==> config.mk <==
export PLATFORM = sky130hd
export DESIGN_NAME = joystick_drive_command_mapper_unit
export DESIGN_NICKNAME = d
export VERILOG_FILES = /design/src/rtl/core/jdcm_pkg.sv /design/src/rtl/core/jdcm_seq.sv /design/src/rtl/core/joystick_drive_command_mapper_unit.sv
export SDC_FILE = /design/constraint.sdc
export NUM_CORES = 1
export LEC_CHECK = 0
export ABC_CLOCK_PERIOD_IN_PS = 14300
export BUFFER_PORTS_ARGS = -buffer_cell sky130_fd_sc_hd__clkbuf_2
export CAP_MARGIN = 20
export CORE_AREA = 2 2 200 202
export CTS_BUF_LIST = sky130_fd_sc_hd__clkbuf_4
export DETAILED_ROUTE_END_ITERATION = 6
export DIE_AREA = 0 0 202 204
export GPL_TIMING_DRIVEN = 0
export PLACE_DENSITY = 0.86
export SYNTH_ARGS = -nofsm -noshare
export SYNTH_HDL_FRONTEND = slang
export SYNTH_HIERARCHICAL = 1
export SYNTH_SLANG_ARGS = --single-unit
==> constraint.sdc <==
create_clock -name i_clk -period 14.3 [get_ports i_clk]
set_input_delay 2.86 -clock i_clk [delete_from_list [all_inputs] [get_ports i_clk]]
set_output_delay 2.86 -clock i_clk [all_outputs]
set_load 0.03 [all_outputs]
==> src/rtl/core/jdcm_pkg.sv <==
// Shared types, constants and microprogram for the joystick drive command mapper.
package jdcm_pkg;

    // Field and register widths
    localparam int unsigned W_STICK    = 8;
    localparam int unsigned W_SPEED    = 9;
    localparam int unsigned W_RAD      = 11;
    localparam int unsigned W_STRAIGHT = 15;
    localparam int unsigned W_TURN     = 16;
    localparam int unsigned W_VEL      = 10;
    localparam int unsigned W_CFG_IDX  = 3;
    localparam int unsigned W_CFG_DATA = 15;

    // Datapath widths
    localparam int unsigned W_MUL  = 19;
    localparam int unsigned W_PROD = 2 * W_MUL;
    localparam int unsigned W_SUM  = 19;
    localparam int unsigned W_ROOT = 20;
    localparam int unsigned W_T    = 18;
    localparam int unsigned W_PC   = 5;

    // Register reset values
    localparam logic [W_SPEED-1:0]    RST_MAX_SPEED       = 9'd500;
    localparam logic [W_SPEED-1:0]    RST_DEAD_ZONE       = 9'd100;
    localparam logic [W_RAD-1:0]      RST_MIN_RADIUS      = 11'd100;
    localparam logic [W_RAD-1:0]      RST_MAX_RADIUS      = 11'd2000;
    localparam logic [W_RAD-1:0]      RST_STRAIGHT_LIMIT  = 11'd1700;
    localparam logic [W_STRAIGHT-1:0] RST_STRAIGHT_RADIUS = 15'd8000;

    // Register indexes
    localparam logic [W_CFG_IDX-1:0] CFG_MAX_SPEED       = 3'd0;
    localparam logic [W_CFG_IDX-1:0] CFG_DEAD_ZONE       = 3'd1;
    localparam logic [W_CFG_IDX-1:0] CFG_MIN_RADIUS      = 3'd2;
    localparam logic [W_CFG_IDX-1:0] CFG_MAX_RADIUS      = 3'd3;
    localparam logic [W_CFG_IDX-1:0] CFG_STRAIGHT_LIMIT  = 3'd4;
    localparam logic [W_CFG_IDX-1:0] CFG_STRAIGHT_RADIUS = 3'd5;

    // Stick geometry
    localparam logic [W_STICK-1:0] AXIS_FULL   = 8'd255;
    localparam logic [W_STICK-1:0] X_CENTRE    = 8'd127;
    localparam logic [W_STICK-1:0] SPIN_LOW_X  = 8'd30;
    localparam logic [W_STICK-1:0] SPIN_HIGH_X = 8'd230;

    // Reciprocals: floor(n * K >> 25) equals n / D for every n the datapath produces
    localparam int unsigned      RECIP_SHIFT = 25;
    localparam logic [W_MUL-1:0] RECIP_255   = 19'd131587;
    localparam logic [W_MUL-1:0] RECIP_127   = 19'd264209;
    localparam int unsigned      RAD_SHIFT   = 7;   // divide by 128

    localparam logic [W_SUM-1:0]  SQRT_BIT_INIT = 19'h40000;
    localparam logic [W_TURN-1:0] TURN_SPIN_POS = 16'h0001;
    localparam logic [W_TURN-1:0] TURN_SPIN_NEG = 16'hFFFF;

    // Control word fields
    typedef logic [3:0]      t_mul_op;
    typedef logic [1:0]      t_s_op;
    typedef logic [1:0]      t_t_op;
    typedef logic [1:0]      t_jmp;
    typedef logic [W_PC-1:0] t_pc;

    localparam t_mul_op MUL_NONE     = 4'd0;
    localparam t_mul_op MUL_AXIS_X   = 4'd1;
    localparam t_mul_op MUL_AXIS_Y   = 4'd2;
    localparam t_mul_op MUL_RECIP255 = 4'd3;
    localparam t_mul_op MUL_SQ_AX    = 4'd4;
    localparam t_mul_op MUL_SQ_AY    = 4'd5;
    localparam t_mul_op MUL_RAD_HI   = 4'd6;
    localparam t_mul_op MUL_RAD_LO   = 4'd7;
    localparam t_mul_op MUL_RECIP127 = 4'd8;

    localparam t_s_op S_HOLD = 2'd0;
    localparam t_s_op S_LOAD = 2'd1;
    localparam t_s_op S_ADD  = 2'd2;
    localparam t_s_op S_ROOT = 2'd3;

    localparam t_t_op T_HOLD = 2'd0;
    localparam t_t_op T_LOAD = 2'd1;
    localparam t_t_op T_ADD  = 2'd2;

    localparam t_jmp J_NONE = 2'd0;
    localparam t_jmp J_IDLE = 2'd1;
    localparam t_jmp J_LOOP = 2'd2;
    localparam t_jmp J_BUSY = 2'd3;

    // Program addresses
    localparam t_pc PC_IDLE    = 5'd0;
    localparam t_pc PC_AX_MUL  = 5'd1;
    localparam t_pc PC_AX_RCP  = 5'd2;
    localparam t_pc PC_AX_LD   = 5'd3;
    localparam t_pc PC_AY_MUL  = 5'd4;
    localparam t_pc PC_AY_RCP  = 5'd5;
    localparam t_pc PC_AY_LD   = 5'd6;
    localparam t_pc PC_SQ_X    = 5'd7;
    localparam t_pc PC_SQ_Y    = 5'd8;
    localparam t_pc PC_SUM     = 5'd9;
    localparam t_pc PC_ROOT    = 5'd10;
    localparam t_pc PC_RAD_HI  = 5'd11;
    localparam t_pc PC_RAD_LO  = 5'd12;
    localparam t_pc PC_RAD_SUM = 5'd13;
    localparam t_pc PC_RAD_RCP = 5'd14;
    localparam t_pc PC_FINISH  = 5'd15;
    localparam t_pc PC_EMIT    = 5'd16;

    typedef struct packed {
        t_mul_op mul_op;
        logic    ld_ax;
        logic    ld_ay;
        t_s_op   s_op;
        t_t_op   t_op;
        logic    fin;
        logic    emit;
        t_jmp    jmp;
        t_pc     target;
        logic    done;
    } t_ctrl;

    typedef struct packed {
        logic in_fire;
        logic loop_more;
        logic out_busy;
    } t_stat;

    // Microprogram ROM
    function automatic t_ctrl ucode(input t_pc pc);
        t_ctrl c;
        begin
            c = '0;
            unique case (pc)
                PC_IDLE: begin
                    c.jmp    = J_IDLE;
                    c.target = PC_IDLE;
                end
                PC_AX_MUL:  c.mul_op = MUL_AXIS_X;
                PC_AX_RCP:  c.mul_op = MUL_RECIP255;
                PC_AX_LD:   c.ld_ax  = 1'b1;
                PC_AY_MUL:  c.mul_op = MUL_AXIS_Y;
                PC_AY_RCP:  c.mul_op = MUL_RECIP255;
                PC_AY_LD:   c.ld_ay  = 1'b1;
                PC_SQ_X:    c.mul_op = MUL_SQ_AX;
                PC_SQ_Y: begin
                    c.mul_op = MUL_SQ_AY;
                    c.s_op   = S_LOAD;
                end
                PC_SUM:     c.s_op   = S_ADD;
                PC_ROOT: begin
                    c.s_op   = S_ROOT;
                    c.jmp    = J_LOOP;
                    c.target = PC_ROOT;
                end
                PC_RAD_HI:  c.mul_op = MUL_RAD_HI;
                PC_RAD_LO: begin
                    c.mul_op = MUL_RAD_LO;
                    c.t_op   = T_LOAD;
                end
                PC_RAD_SUM: c.t_op   = T_ADD;
                PC_RAD_RCP: c.mul_op = MUL_RECIP127;
                PC_FINISH:  c.fin    = 1'b1;
                PC_EMIT: begin
                    c.emit   = 1'b1;
                    c.jmp    = J_BUSY;
                    c.target = PC_EMIT;
                    c.done   = 1'b1;
                end
                default:    c.done   = 1'b1;
            endcase
            return c;
        end
    endfunction

endpackage

==> src/rtl/core/jdcm_seq.sv <==
// Step counter and jump logic that walks the mapper microprogram.
module jdcm_seq import jdcm_pkg::*; (
    input  logic  i_clk,
    input  logic  i_rst_n,
    input  t_stat i_stat,
    output t_ctrl o_ctrl,
    output logic  o_idle
);

    t_pc  r_pc;
    t_pc  n_pc;
    logic take;

    assign o_ctrl = ucode(r_pc);
    assign o_idle = (r_pc == PC_IDLE);

    always_comb begin
        unique case (o_ctrl.jmp)
            J_NONE: take = 1'b0;
            J_IDLE: take = !i_stat.in_fire;
            J_LOOP: take = i_stat.loop_more;
            J_BUSY: take = i_stat.out_busy;
        endcase
        priority if (take) begin
            n_pc = o_ctrl.target;
        end else if (o_ctrl.done) begin
            n_pc = PC_IDLE;
        end else begin
            n_pc = r_pc + 1'b1;
        end
    end

    always_ff @(posedge i_clk) begin
        if (!i_rst_n) begin
            r_pc <= PC_IDLE;
        end else begin
            r_pc <= n_pc;
        end
    end

endmodule

==> src/rtl/core/joystick_drive_command_mapper_unit.sv <==
// Top level of the joystick drive command mapper: registers, datapath and output stage.
//
// Usage:
//  - Input channel (i_in_valid / o_in_stall, i_stick_x, i_stick_y): one item is one
//    X/Y stick pair. An item is taken at an edge with valid high and stall low.
//  - Output channel (o_out_valid / i_out_stall, o_turn_radius, o_drive_velocity):
//    a result leaves only when the (radius, velocity) pair differs from the last one
//    computed, and always for the first item after reset.
//  - Config port (i_cfg_valid / o_cfg_ready, i_cfg_index, i_cfg_data): always ready;
//    write only while no item is in flight. Indexes past the last register are dropped.
//  - Timing: a 17-step microprogram runs one shared 19x19 multiplier; the square
//    root loop repeats one step 10 times. The output register loads in the emit
//    step, and the next item is taken only once the sequencer is back in idle.
//    The result stays in the output register while the receiver stalls; a new
//    item is still taken and computed, and the last step holds until the
//    register frees.
//  - Reset: registers return to their defaults, the "sent" flag clears, the
//    output register empties and the sequencer returns to idle.
module joystick_drive_command_mapper_unit import jdcm_pkg::*; (
    input  logic                         i_clk,
    input  logic                         i_rst_n,
    // input items
    input  logic                         i_in_valid,
    output logic                         o_in_stall,
    input  logic        [W_STICK-1:0]    i_stick_x,
    input  logic        [W_STICK-1:0]    i_stick_y,
    // result items
    output logic                         o_out_valid,
    input  logic                         i_out_stall,
    output logic signed [W_TURN-1:0]     o_turn_radius,
    output logic signed [W_VEL-1:0]      o_drive_velocity,
    // configuration writes
    input  logic                         i_cfg_valid,
    output logic                         o_cfg_ready,
    input  logic        [W_CFG_IDX-1:0]  i_cfg_index,
    input  logic        [W_CFG_DATA-1:0] i_cfg_data
);

    // ------------------------------------------------------------------
    // Configuration registers
    // ------------------------------------------------------------------
    logic [W_SPEED-1:0]    r_max_speed;
    logic [W_SPEED-1:0]    r_dead_zone;
    logic [W_RAD-1:0]      r_min_radius;
    logic [W_RAD-1:0]      r_max_radius;
    logic [W_RAD-1:0]      r_straight_limit;
    logic [W_STRAIGHT-1:0] r_straight_radius;

    assign o_cfg_ready = 1'b1;

    always_ff @(posedge i_clk) begin
        if (!i_rst_n) begin
            r_max_speed       <= RST_MAX_SPEED;
            r_dead_zone       <= RST_DEAD_ZONE;
            r_min_radius      <= RST_MIN_RADIUS;
            r_max_radius      <= RST_MAX_RADIUS;
            r_straight_limit  <= RST_STRAIGHT_LIMIT;
            r_straight_radius <= RST_STRAIGHT_RADIUS;
        end else if (i_cfg_valid && o_cfg_ready) begin
            unique case (i_cfg_index)
                CFG_MAX_SPEED:       r_max_speed       <= i_cfg_data[W_SPEED-1:0];
                CFG_DEAD_ZONE:       r_dead_zone       <= i_cfg_data[W_SPEED-1:0];
                CFG_MIN_RADIUS:      r_min_radius      <= i_cfg_data[W_RAD-1:0];
                CFG_MAX_RADIUS:      r_max_radius      <= i_cfg_data[W_RAD-1:0];
                CFG_STRAIGHT_LIMIT:  r_straight_limit  <= i_cfg_data[W_RAD-1:0];
                CFG_STRAIGHT_RADIUS: r_straight_radius <= i_cfg_data[W_STRAIGHT-1:0];
                default: ;  // drop writes past the register list
            endcase
        end
    end

    // ------------------------------------------------------------------
    // Sequencer
    // ------------------------------------------------------------------
    t_ctrl ctrl;
    t_stat stat;
    logic  seq_idle;
    logic  in_fire;
    logic  out_busy;

    logic [W_SUM-1:0] r_bit;

    assign o_in_stall = !seq_idle;
    assign in_fire    = i_in_valid && !o_in_stall;
    assign out_busy   = o_out_valid && i_out_stall;

    assign stat.in_fire   = in_fire;
    assign stat.loop_more = (r_bit != W_SUM'(1));
    assign stat.out_busy  = out_busy;

    jdcm_seq u_seq (
        .i_clk   (i_clk),
        .i_rst_n (i_rst_n),
        .i_stat  (stat),
        .o_ctrl  (ctrl),
        .o_idle  (seq_idle)
    );

    // ------------------------------------------------------------------
    // Datapath
    // ------------------------------------------------------------------
    logic [W_STICK-1:0]  r_x;
    logic [W_STICK-1:0]  r_y;
    logic [W_PROD-1:0]   r_prod;
    logic [W_SPEED-1:0]  r_ax_mag;
    logic [W_SPEED-1:0]  r_ay_mag;
    logic [W_SUM-1:0]    r_sum;
    logic [W_ROOT-1:0]   r_root;
    logic [W_T-1:0]      r_t;
    logic [W_TURN-1:0]   r_rad;
    logic [W_VEL-1:0]    r_vel;

    // latch the stick pair when the item is taken
    always_ff @(posedge i_clk) begin
        if (in_fire) begin
            r_x <= i_stick_x;
            r_y <= i_stick_y;
        end
    end

    // |2v - 255| of the axis under work
    logic [W_STICK-1:0] stick;
    logic [W_STICK-1:0] axis_mag;

    assign stick    = (ctrl.mul_op == MUL_AXIS_Y) ? r_y : r_x;
    assign axis_mag = stick[W_STICK-1] ? {stick[W_STICK-2:0], 1'b1}
                                       : ~{stick[W_STICK-2:0], 1'b0};

    // radius weights: below centre x*hi + (127-x)*lo, above (255-x)*hi + (x-127)*lo
    logic               x_left;
    logic [W_STICK-1:0] x_hi_w;
    logic [W_STICK-1:0] x_lo_w;

    assign x_left = (r_x < X_CENTRE);
    assign x_hi_w = x_left ? r_x : (AXIS_FULL - r_x);
    assign x_lo_w = x_left ? (X_CENTRE - r_x) : (r_x - X_CENTRE);

    // shared multiplier
    logic [W_MUL-1:0]  mul_a;
    logic [W_MUL-1:0]  mul_b;
    logic [W_PROD-1:0] prod_full;

    always_comb begin
        unique case (ctrl.mul_op)
            MUL_AXIS_X, MUL_AXIS_Y: begin
                mul_a = W_MUL'(r_max_speed);
                mul_b = W_MUL'(axis_mag);
            end
            MUL_RECIP255: begin
                mul_a = r_prod[W_MUL-1:0];
                mul_b = RECIP_255;
            end
            MUL_SQ_AX: begin
                mul_a = W_MUL'(r_ax_mag);
                mul_b = W_MUL'(r_ax_mag);
            end
            MUL_SQ_AY: begin
                mul_a = W_MUL'(r_ay_mag);
                mul_b = W_MUL'(r_ay_mag);
            end
            MUL_RAD_HI: begin
                mul_a = W_MUL'(x_hi_w);
                mul_b = W_MUL'(r_max_radius);
            end
            MUL_RAD_LO: begin
                mul_a = W_MUL'(x_lo_w);
                mul_b = W_MUL'(r_min_radius);
            end
            MUL_RECIP127: begin
                mul_a = W_MUL'(r_t);
                mul_b = RECIP_127;
            end
            default: begin
                mul_a = '0;
                mul_b = '0;
            end
        endcase
    end

    assign prod_full = mul_a * mul_b;

    always_ff @(posedge i_clk) begin
        if (ctrl.mul_op != MUL_NONE) begin
            r_prod <= prod_full;
        end
    end

    // scaled axis magnitude, zeroed inside the dead zone
    logic [W_SPEED-1:0] axis_q;
    logic [W_SPEED-1:0] axis_dz;

    assign axis_q  = r_prod[RECIP_SHIFT +: W_SPEED];
    assign axis_dz = (axis_q <= r_dead_zone) ? '0 : axis_q;

    always_ff @(posedge i_clk) begin
        if (ctrl.ld_ax) begin
            r_ax_mag <= axis_dz;
        end
        if (ctrl.ld_ay) begin
            r_ay_mag <= axis_dz;
        end
    end

    // sum of squares, then one root digit per step
    logic [W_ROOT-1:0] trial;

    assign trial = r_root + W_ROOT'(r_bit);

    always_ff @(posedge i_clk) begin
        unique case (ctrl.s_op)
            S_HOLD: ;
            S_LOAD: r_sum <= r_prod[W_SUM-1:0];
            S_ADD: begin
                // also seed the root loop
                r_sum  <= r_sum + r_prod[W_SUM-1:0];
                r_root <= '0;
                r_bit  <= SQRT_BIT_INIT;
            end
            S_ROOT: begin
                if (W_ROOT'(r_sum) >= trial) begin
                    r_sum  <= r_sum - trial[W_SUM-1:0];
                    r_root <= (r_root >> 1) + W_ROOT'(r_bit);
                end else begin
                    r_root <= r_root >> 1;
                end
                r_bit <= r_bit >> 2;
            end
        endcase
    end

    // radius numerator accumulator
    always_ff @(posedge i_clk) begin
        unique case (ctrl.t_op)
            T_LOAD:  r_t <= r_prod[W_T-1:0];
            T_ADD:   r_t <= r_t + r_prod[W_T-1:0];
            default: ;
        endcase
    end

    // final radius and velocity
    logic [W_RAD-1:0]      rad_mag;
    logic [W_STRAIGHT-1:0] rad_abs;
    logic [W_TURN-1:0]     rad_pos;
    logic [W_TURN-1:0]     rad_val;
    logic [W_TURN-1:0]     rad_fin;
    logic                  ay_zero;
    logic [W_SPEED-1:0]    root_cap;
    logic [W_VEL-1:0]      vel_pos;
    logic [W_VEL-1:0]      vel_fin;

    assign ay_zero = (r_ay_mag == '0);
    assign rad_mag = x_left ? r_prod[RECIP_SHIFT +: W_RAD] : r_t[RAD_SHIFT +: W_RAD];
    assign rad_abs = (rad_mag > r_straight_limit) ? r_straight_radius : W_STRAIGHT'(rad_mag);
    assign rad_pos = W_TURN'(rad_abs);
    assign rad_val = x_left ? rad_pos : (W_TURN'(0) - rad_pos);

    always_comb begin
        priority if (ay_zero && (r_x < SPIN_LOW_X)) begin
            rad_fin = TURN_SPIN_POS;
        end else if (ay_zero && (r_x > SPIN_HIGH_X)) begin
            rad_fin = TURN_SPIN_NEG;
        end else begin
            rad_fin = rad_val;
        end
    end

    // cap the root at full scale; stick pushed to high Y drives backward
    assign root_cap = (r_root > W_ROOT'(r_max_speed)) ? r_max_speed : r_root[W_SPEED-1:0];
    assign vel_pos  = W_VEL'(root_cap);
    assign vel_fin  = (r_y[W_STICK-1] && !ay_zero) ? (W_VEL'(0) - vel_pos) : vel_pos;

    always_ff @(posedge i_clk) begin
        if (ctrl.fin) begin
            r_rad <= rad_fin;
            r_vel <= vel_fin;
        end
    end

    // ------------------------------------------------------------------
    // Change filter and output register
    // ------------------------------------------------------------------
    logic [W_TURN-1:0] r_last_radius;
    logic [W_VEL-1:0]  r_last_velocity;
    logic              r_sent;
    logic              r_out_valid;
    logic              n_out_valid;
    logic [W_TURN-1:0] r_out_radius;
    logic [W_VEL-1:0]  r_out_velocity;
    logic              emit_step;
    logic              emit_new;

    assign emit_step   = ctrl.emit && !out_busy;
    assign emit_new    = !r_sent || (r_rad != r_last_radius) || (r_vel != r_last_velocity);
    assign n_out_valid = out_busy || (emit_step && emit_new);

    always_ff @(posedge i_clk) begin
        if (!i_rst_n) begin
            r_out_valid     <= 1'b0;
            r_sent          <= 1'b0;
            r_last_radius   <= '0;
            r_last_velocity <= '0;
        end else begin
            r_out_valid <= n_out_valid;
            if (emit_step) begin
                // refresh the history even when nothing changed
                r_sent          <= 1'b1;
                r_last_radius   <= r_rad;
                r_last_velocity <= r_vel;
            end
        end
    end

    always_ff @(posedge i_clk) begin
        if (emit_step && emit_new) begin
            r_out_radius   <= r_rad;
            r_out_velocity <= r_vel;
        end
    end

    assign o_out_valid      = r_out_valid;
    assign o_turn_radius    = r_out_radius;
    assign o_drive_velocity = r_out_velocity;

    // ------------------------------------------------------------------
    // Assertions
    // ------------------------------------------------------------------
    a_busy_after_take: assert property (@(posedge i_clk) disable iff (!i_rst_n)
        (i_in_valid && !o_in_stall) |=> o_in_stall)
        else $error("sequencer took an item but did not go busy");

    a_valid_from_emit: assert property (@(posedge i_clk) disable iff (!i_rst_n)
        $rose(o_out_valid) |-> $past(ctrl.emit))
        else $error("result appeared outside the emit step");

    a_velocity_bound: assert property (@(posedge i_clk) disable iff (!i_rst_n)
        o_out_valid |-> ((o_drive_velocity <= $signed({1'b0, r_max_speed})) &&
                         (o_drive_velocity >= -$signed({1'b0, r_max_speed}))))
        else $error("velocity beyond full scale");

endmodule

## Word level (Yosys, flattened, before mapping)

Index checks and enable logic that the tools add are counted.

| word-level totals | value |
|---|---|
| bits in registers | 297 |
| output and inout port bits | 29 |
| logic and storage cells | 151 |

| operators by class | value |
|---|---|
| $add $sub $neg | 11 |
| multipliers | 1 |
| magnitude comparators | 7 |
| eq/ne operators | 41 |
| mux-type cells | 30 |
| bitwise gates (word level) | 1 |
| reduce and logical (&&, ||, !) cells | 34 |

Operator list:

| cell | count |
|---|---|
| case mux 19 bit (7 select lines) | 2 |
| case mux 19 bit (3 select lines) | 1 |
| equality test 5 x 4 -> 1 bit (second input constant) | 8 |
| case mux 20 bit (2 select lines) | 1 |
| case mux 19 bit (2 select lines) | 1 |
| multiplier 19 x 19 -> 36 bit | 1 |
| case mux 18 bit (2 select lines) | 1 |
| two-way mux 16 bit | 2 |
| two-way mux 8 bit | 4 |
| case mux 4 bit (8 select lines) | 1 |
| two-way mux 9 bit | 3 |
| case mux 7 bit (3 select lines) | 1 |
| adder 19 x 19 -> 20 bit | 1 |
| adder 20 x 19 -> 20 bit | 1 |
| equality test 5 x 3 -> 1 bit (second input constant) | 4 |
| greater-or-equal comparator 19 x 20 -> 1 bit | 1 |
| > comparator 20 x 9 -> 1 bit | 1 |
| two-way mux 20 bit | 1 |
| adder 19 bit | 1 |
| two-way mux 19 bit | 1 |
| inequality test 19 x 1 -> 1 bit (second input constant) | 1 |
| subtractor 19 bit | 1 |
| adder 18 bit | 1 |
| equality test 4 x 3 -> 1 bit (second input constant) | 4 |
| other kinds (46) | 81 |

## Depth between registers and ports, before layout

Gate-level depths: netlist of the first run.

| depth | value |
|---|---|
| depth after elaboration | 9 |
| depth in mapped cells | 37 |

## By module

Netlist of the first run, hierarchy kept.

By module, submodules not included:

| module | instances | cells each | area each (µm²) |
|---|---|---|---|
| joystick_drive_command_mapper_unit | 1 | 2843 | 26026.2 |
| jdcm_seq | 1 | 77 | 580.6 |

## Least setup slack after synthesis of the first run

Ideal clock, no wire load.

| timing | value |
|---|---|
| kind | reg2reg |
| start | register u_seq.r_pc[0] |
| end | register r_prod[33] (data pin) |
| arrival | 8.104 ns |
| required time | 14.042 ns |
| slack | 5.938 ns |
| stages on the path, launching flop included | 35 |
| path buffers | 2 |
| clock period less this slack | 8.362 ns |
| path through | dfxtp_1 -> inv_1 -> ha_1 -> nor2b_1 -> a211oi_1 -> a211oi_1 -> clkbuf_1 -> nand2b_1 -> nor3_1 -> buf_2 -> mux2i_2 -> xor2_1 -> o2111ai_1 -> nand2_1 -> fa_1 -> inv_1 -> fa_1 -> inv_1 -> fa_1 -> inv_1 -> fa_1 -> inv_1 -> fa_1 -> fa_1 -> inv_1 -> ha_1 -> or3_1 -> nor2_1 -> o21ai_0 -> a211oi_1 -> o31a_1 -> o21ai_0 -> a21o_1 -> a21oi_1 -> xnor2_1 |

RTL lines:

| element | line | text |
|---|---|---|
| from (decl) | jdcm_seq.sv:10 | `t_pc r_pc;` |
| from (signal assigned) | jdcm_seq.sv:37 | `r_pc <= n_pc;` |
| to (signal assigned) | joystick_drive_command_mapper_unit.sv:184 | `r_prod <= prod_full;` |
| to (decl) | joystick_drive_command_mapper_unit.sv:104 | `logic [W_PROD-1:0] r_prod;` |

==> results.md, run 1 <==
CTS:
- The clock sink total is 282.
- After clock tree synthesis, the flow added hold-fix buffers numbering 0.
- The buffers inserted during post-CTS setup optimization is 0.
- The deepest clock path buffer count is 3.
- The post-cts sizing count is 0.
- The number of CTS-inserted buffers is 78.
- The buffer cell driving the clock tree root is clkbuf_4.
- The clock network latency to the later pin of the worst-skew pair is 0.80 ns.
- The clock input transition at the sequential cells of the worst setup and hold paths is 0.07 ns.
- The H-tree was split into 3 levels.
- The CTS tree is built.

Global routing:
- The number of antenna violations at the first check in global routing is 3.
- The via count of the first global-routing pass is 22,940.
- The largest net degree at the start of global routing is 31.
- The total overflow left after global routing is 0.
- The first global-routing pass estimated 119.1 mm of wire.
- Across every metal layer, demand over resource in global routing totals 37.22%.

Placement:
- Counting tap cells, the placed design contains a total of 3,579 instances.
- The final HPWL from detailed placement is 58.69 mm.
- The global placer's final weighted congestion is 0.9631.
- The count of buffers inserted at the top-level ports is 65.

Power and ir drop:
- The total power is 4.179 mW.
- Combinational cells account for 54.2% of the total power.
- The relative contribution of the clock network to total power is 18.5%.
- The peak ir drop on the vdd network is 0.0002721 V.
- The total power per unit cell area is 144.3 mW/mm².
- The internal power of the cells totals 2.310 mW.
- The total net switching power is 1.869 mW.
- In this run switching power makes up 44.73% of total power.
- Sequential cells burn 27.3% of the power.
- In this run the static leakage power is 13.44 nW.

Timing:
- The tightest hold path in the finished design has a slack of 0.4696 ns.
- Setup repair after global routing left no endpoint under its margin.
- The number of pins with negative max-slew slack in the final report was 0.
- The post-route fraction of the period consumed by the critical path is 74.41%.
- The transition at the pin with the smallest max-transition slack is 1.157 ns.
- The final period demand of the worst path is 10.64 ns.
- The final hold violation count was 0.
- Static timing analysis puts the maximum clock frequency at 93.98 MHz.
- The worst slew margin relative to its limit is 22.89%.
- For the final routed database, the setup TNS stands at 0 ns.
- Across the routed clock network, the largest skew measured is 0.07713 ns.
- The total setup violations reported at the end of the flow is 0.

Route:
- The number of detailed-routing iterations run before antenna repair is 7.
- The routed via count is 22,210.
- The mean routed wirelength per cell is 19.98 µm.
- The number of nets with antenna violations after routing is 0.
- The aggregate routed wire length is 74.50 mm.
- In the routed design, unresolved DRC markers number 12.
- The per-cell via count in the routed design is 5.957.
- For this block, the initial DRC count from the detailed router was 2,017.

Job:
- The max-capacitance violation count is 0.

Floorplanning:
- Measured along the x axis, the die boundary spans 202 µm.
- The die area is 0.04121 mm².
- The area of the core is 0.03918 mm².
- The initialized floorplan defines 73 standard-cell rows.
- The height of the die is 204 µm.
- 68 I/O pins were placed.
- The initial utilization of the core area, before any placement, comes to 67.81%.

Setup path:
- The required arrival time at the worst endpoint is 14.79 ns.
- The cell class contributing the biggest share of worst-path delay is adder cells.
- STA classifies the critical path startpoint as a flip-flop.
- The biggest cell delay along the critical path is 0.94 ns.
- The arrival time of data at the critical path endpoint is 11.13 ns.
- The critical path is of the reg -> reg type.
- The slowest cell on the critical path is o2111ai_1.
- The buffering stage count on the worst path with inverters included is 8.
- Across all register-to-register paths, the minimum setup slack is 3.66 ns.
- STA classifies the critical path endpoint as a flip-flop.
- Of all nets on the critical path, the largest fanout is 9.

Run status:
- The flow ran to the end, but the final reports show violations.
- The checks that failed: design-rule violations.

Yosys:
- In this run the cell area of the synthesized design comes to 0.02657 mm².
- The yosys synthesis warning count is 6.
- The synthesized area per cell is 9.119 µm².
- In the synthesized netlist, the number of instances is 2,914.

Cells and area:
- Cells fill 73.88% of the core in the end.
- The post-route netlist has 9.091% of its cells at a drive strength greater than 1.
- Leaving out fill and tap cells, the most frequent cell in the layout is inv_1.
- The area growth from synthesis to final layout is 8.951%.
- The final layout net count is 3,664.
- The finished layout holds 3,729 standard cells, fillers aside.
- In the layout the commonest cells are inv_1 (439), nand2_1 (360), ha_1 (293).

Worst hold path:
- The path category of the worst min-delay check is reg -> reg.
-- tightest hold or removal path, delay by kind of cell (launching register included) --
family	cells	cell delay, ns
DFF	1	0.31
AOI/OAI and AO/OA	1	0.06
and+or+nand+nor	1	0.05
-- power groups by stage --
stage	Combinational, mW	Clock, mW	Sequential, mW
6_report	2.27	0.773	1.14
5_1_grt	2.54	0.826	1.14
4_1_cts	2.23	0.782	1.13
2_1_floorplan	1.67	0	1.08
3_5_place_dp	2.21	0	1.15
3_3_place_gp	2.10	0	1.15
-- through the flow --
step,setup WS (ns),cell area [µm²]
finish,3.660,28950
global route,3.186,28950
CTS,3.808,28890
detailed placement,3.888,27870
global placement,4.163,27820
floorplan,5.938,26840
-- final cells by class --
| type | count | area [µm²] |
|---|---|---|
| clock buffer | 110 | 825.8 |
| clock inverter | 33 | 198.9 |
| tap | 525 | 656.9 |
| timing repair buffer | 72 | 410.4 |
| buffer | 103 | 420.4 |
| inverter | 441 | 1655 |
| antenna | 3 | 7.507 |
| fill | 2801 | 10230 |
| sequential | 282 | 7477 |
| multi-input combinational | 2160 | 17300 |
-- routing by layer --
| metal | vias to the layer above | share of wire [%] | wire length [µm] | GRT usage (%) |
|---|---|---|---|---|
| met4 | 2 | 5.5 | 4078 | 18.86 |
| met1 | 10620 | 39 | 28840 | 45.70 |
| met5 | - | 0.019 | 14 | 0 |
| li1 | 10210 | - | - | - |
| met2 | 1110 | 48 | 35390 | 63.28 |
| met3 | 273 | 8.3 | 6175 | 6.696 |
-- worst paths after layout --
| kind | from | end | depth (start not counted) |
|---|---|---|---|
| worst max-delay path | u_seq/r_pc[0]$_SDFF_PP0_ | r_prod[29]$_DFFE_PP_ | 34 |
| worst min-delay path | r_max_radius[0]$_SDFFE_PN0P_ | r_max_radius[0]$_SDFFE_PN0P_ | 2 |
| worst max register to register | u_seq/r_pc[0]$_SDFF_PP0_ | r_prod[29]$_DFFE_PP_ | 34 |
| worst min register to register | r_max_radius[0]$_SDFFE_PN0P_ | r_max_radius[0]$_SDFFE_PN0P_ | 2 |
-- state kept, by name, summed over array words and instances (netlist names), 10 cells and up --
| name | cells |
|---|---|
| o_drive_velocity | 10 |
| o_turn_radius | 16 |
| r_bit | 10 |
| r_last_radius | 16 |
| r_last_velocity | 10 |
| r_max_radius | 11 |
| r_min_radius | 11 |
| r_prod | 30 |
| r_rad | 16 |
| r_root | 20 |
| r_straight_limit | 11 |
| r_straight_radius | 15 |
| r_sum | 19 |
| r_t | 18 |
| r_vel | 10 |
(Power assumes the default switching activity.)
==> run 2: changes to the inputs <==
ABC_CLOCK_PERIOD_IN_PS = 10800   (was 14300)
CORE_AREA = 2 2 204 206   (was 2 2 200 202)
DIE_AREA = 0 0 206 208   (was 0 0 202 204)
PLACE_DENSITY = 0.83   (was 0.86)
clock period = 10.8 ns   (was 14.3 ns; I/O delays follow)
==> results.md, run 2 (synthesis results as in run 1) <==
Route:
- The mean routed wirelength per cell came to 19.78 µm (-1.0%).
- The number of detailed-routing iterations run before antenna repair is 6 (-1).
- The number of nets with antenna violations after routing came to 0 (unchanged).
- The per-cell via count in the routed design is 5.909 (-0.81%).
- The count of routing violations after the opening detailed-route iteration was 1,915 (-5.1%).
- The number of remaining DRC errors is 0 (-12).
- The aggregate routed wire length is 73.85 mm (-0.87%).
- The routed via count is 22,060 (-0.68%).

Global routing:
- The largest net degree at the start of global routing is 31 (unchanged).
- The global-route wire length before repair was 117.9 mm (-1.0%).
- The via count of the first global-routing pass is 22,630 (-1.3%).
- The remaining global-route overflow is 0 (unchanged).
- The total track usage is 35.41% (-1.8 points).
- The number of antenna violations at the first check in global routing is 1 (-2).

Placement:
- The final HPWL from detailed placement is 58.43 mm (-0.44%).
- The count of buffers inserted at the top-level ports is 65 (unchanged).
- The global placer's final weighted congestion is 0.9501 (-1.3%).
- The worst-case setup slack after placement came to 0.4604 ns (-3.427 ns).
- The standard cell area after detailed placement is 0.02788 mm² (about the same).

Power and ir drop:
- The power share of the combinational group is 54.3% (about the same).
- The internal power summed over all cells is 3.032 mW (+31%).
- The peak ir drop on the vdd network was 0.0003307 V (+22%).
- The relative contribution of the clock network to total power is 18.2% (-0.3 points).
- The total power is 5.471 mW (+31%).
- The total net switching power is 2.439 mW (+30%).
- The standby leakage power is 13.42 nW (-0.12%).
- The total power per unit cell area is 189.1 mW/mm² (+31%).
- The sequential group share of total power is 27.5% (+0.2 points).
- The switching power share of the total came to 44.58% (-0.15 points).

Timing:
- The post-route fraction of the period consumed by the critical path came to 93.28% (+19 points).
- The worst slew margin relative to its limit is 8.247% (-15 points).
- The setup slack after layout is 0.7260 ns (-2.934 ns).
- The total setup violations reported at the end of the flow came to 0 (unchanged).
- The maximum clock frequency is 99.27 MHz (+5.6%).
- The number of pins with negative max-slew slack in the final report was 0 (unchanged).
- The worst-case clock skew is 0.06401 ns (-0.01312 ns).
- The sum of negative setup slack was 0 ns (unchanged).
- The transition at the pin with the smallest max-transition slack is 1.376 ns (+0.2196 ns).
- The final hold violation count is 0 (unchanged).
- The final period demand of the worst path was 10.07 ns (-0.5662 ns).
- Setup repair after global routing left no endpoint under its margin.

Cells and area:
- The fraction of layout instances using a drive strength above 1 is 9.284% (+0.19 points).
- The final standard cell area without fillers is 0.02893 mm² (about the same).
- The register bank with the most flops is r_prod.
- In the layout the commonest cells are inv_1 (439), nand2_1 (360), ha_1 (293).
- The number of flip-flops under the largest register name is 30 (unchanged).
- The largest registers in the layout are r_prod x30, r_root x20, r_sum x19.
- The area growth from synthesis to final layout is 8.866% (about the same).
- The commonest non-fill, non-tap cell in the layout is inv_1.
- The final layout net count is 3,665 (+0.027%).

Setup path:
- The reg2reg setup slack is 0.73 ns (-2.93 ns).
- The worst setup path is launched from a flip-flop.
- The endpoint identified for the worst register-to-register timing path is r_prod[33]$_DFFE_PP_.
- The worst setup path is captured at a flip-flop.
- The arrival time of data at the critical path endpoint was 10.61 ns (-0.52 ns).
- The depth of the most critical reg-to-reg path is 34 (unchanged).
- The biggest cell delay along the critical path came to 0.87 ns (-0.07 ns).
- The slowest cell on the critical path is o2111ai_1.
- In this run the critical register-to-register path is launched from u_seq/r_pc[0]$_SDFF_PP0_.
- By startpoint and endpoint, the worst setup path is classified as reg -> reg.
- The required arrival time at the worst endpoint is 11.34 ns (-3.45 ns).
- The largest fanout of any net on the critical path is 9 (unchanged).

CTS:
- The number of hold buffers added after CTS is 0 (unchanged).
- The tree is rooted in a clkbuf_4.
- The deepest clock path buffer count is 3 (unchanged).
- The number of levels the H-tree was split into is 3 (unchanged).
- The CTS tree is built.
- The clock sink total is 282 (unchanged).
- The clock network latency to the later pin of the worst-skew pair is 0.80 ns (about the same).
- The clock input transition at the sequential cells of the worst setup and hold paths is 0.06 ns (about the same).
- The number of CTS-inserted buffers is 80 (+2.6%).

Worst hold path:
- The worst hold path terminates at r_straight_limit[6]$_SDFFE_PN0P_.
- The start point of the worst hold path is r_straight_limit[6]$_SDFFE_PN0P_.
- The number of cells on the worst hold path was 2 (unchanged).
- The worst hold path belongs to the class reg -> reg.

Floorplanning:
- The height of the die is 208 µm (+2.0%).
- The die area came to 0.04285 mm² (+4.0%).
- The number of top-level pins came to 68 (unchanged).
- The starting utilization of the core area came to 65.52% (-2.3 points).
- The die outline width was 206 µm (+2.0%).
- The area of the core was 0.04055 mm² (+3.5%).
- The count of standard-cell rows was 74 (+1.4%).

Job:
- The max-capacitance violation count is 0 (unchanged).

Run status:
- The run finished with clean final reports.
-- run 2: changes by cell type in the layout (fill, tap and decap cells not counted), sizes merged --
cell	before	now
bufinv	2	0
inv	442	441
buf	26	28
clkbuf	259	263
clkinvlp	1	3
clkinv	29	22
-- run 2: power by group through the flow --
stage | Clock (mW) | Combinational [mW] | Sequential [mW]
2_1_floorplan | 0 | 2.21 | 1.43
3_3_place_gp | 0 | 2.80 | 1.52
3_5_place_dp | 0 | 2.92 | 1.52
4_1_cts | 1.01 | 2.94 | 1.50
5_1_grt | 1.06 | 3.34 | 1.51
6_report | 0.996 | 2.97 | 1.51
-- run 2: metal layers --
layer  GRT usage (%)  up-vias  wire (µm)
met4           18.52        0       4029
met3           5.780      228       6164
met2           57.52     1035      34580
li1                -    10220          -
met1           45.46    10590      29070
met5               0        -          0
-- run 2: cell type report --
type | instances | area [µm²]
fill | 3014 | 11630
timing repair buffer | 71 | 400.4
buffer | 103 | 420.4
tap | 532 | 665.6
antenna | 3 | 7.507
clock inverter | 25 | 120.1
multi-input combinational | 2160 | 17300
clock buffer | 117 | 878.3
inverter | 441 | 1655
sequential | 282 | 7477
-- run 2: worst max-delay path by stage --
stage	start	to	slack [ns]	cells past startpoint
4_1_cts	u_seq/r_pc[0]$_SDFF_PP0_	r_prod[29]$_DFFE_PP_	0.44	34
3_5_place_dp	u_seq/r_pc[0]$_SDFF_PP0_	r_prod[35]$_DFFE_PP_	0.46	34
5_1_grt	u_seq/r_pc[0]$_SDFF_PP0_	r_prod[29]$_DFFE_PP_	0.10	34
3_3_place_gp	u_seq/r_pc[0]$_SDFF_PP0_	r_prod[29]$_DFFE_PP_	0.68	34
6_report	u_seq/r_pc[0]$_SDFF_PP0_	r_prod[33]$_DFFE_PP_	0.73	34
2_1_floorplan	u_seq/r_pc[0]$_SDFF_PP0_	r_prod[33]$_DFFE_PP_	2.44	34
-- run 2: what timing repair did --
item,in CTS,in global routing
gates resized for setup,0,1
hold endpoints to repair,0,0
buffers inserted,0,0
setup endpoints to repair,0,4
-- run 2: worst max-delay path: cells and delay by family, from the launching register on --
| family | cells | cell delay (ns) |
|---|---|---|
| mux | 1 | 0.63 |
| xor+xnor | 2 | 0.24 |
| fa+ha+maj | 8 | 3.63 |
| compound gates | 9 | 2.73 |
| simple gates | 6 | 1.21 |
| buf+inv | 8 | 1.04 |
| flops | 1 | 0.35 |
-- run 2: metrics by stage --
| stage | cells | hold slack, ns | util (%) |
|---|---|---|---|
| floorplan | 2986 | 0.4404 | - |
| global placement | 3583 | 0.4509 | 68.63 |
| detailed placement | 3586 | 0.4586 | 68.75 |
| CTS | 3728 | 0.4691 | 71.21 |
| global route | 3732 | 0.4931 | 71.32 |
| finish | 3734 | 0.4677 | 71.33 |
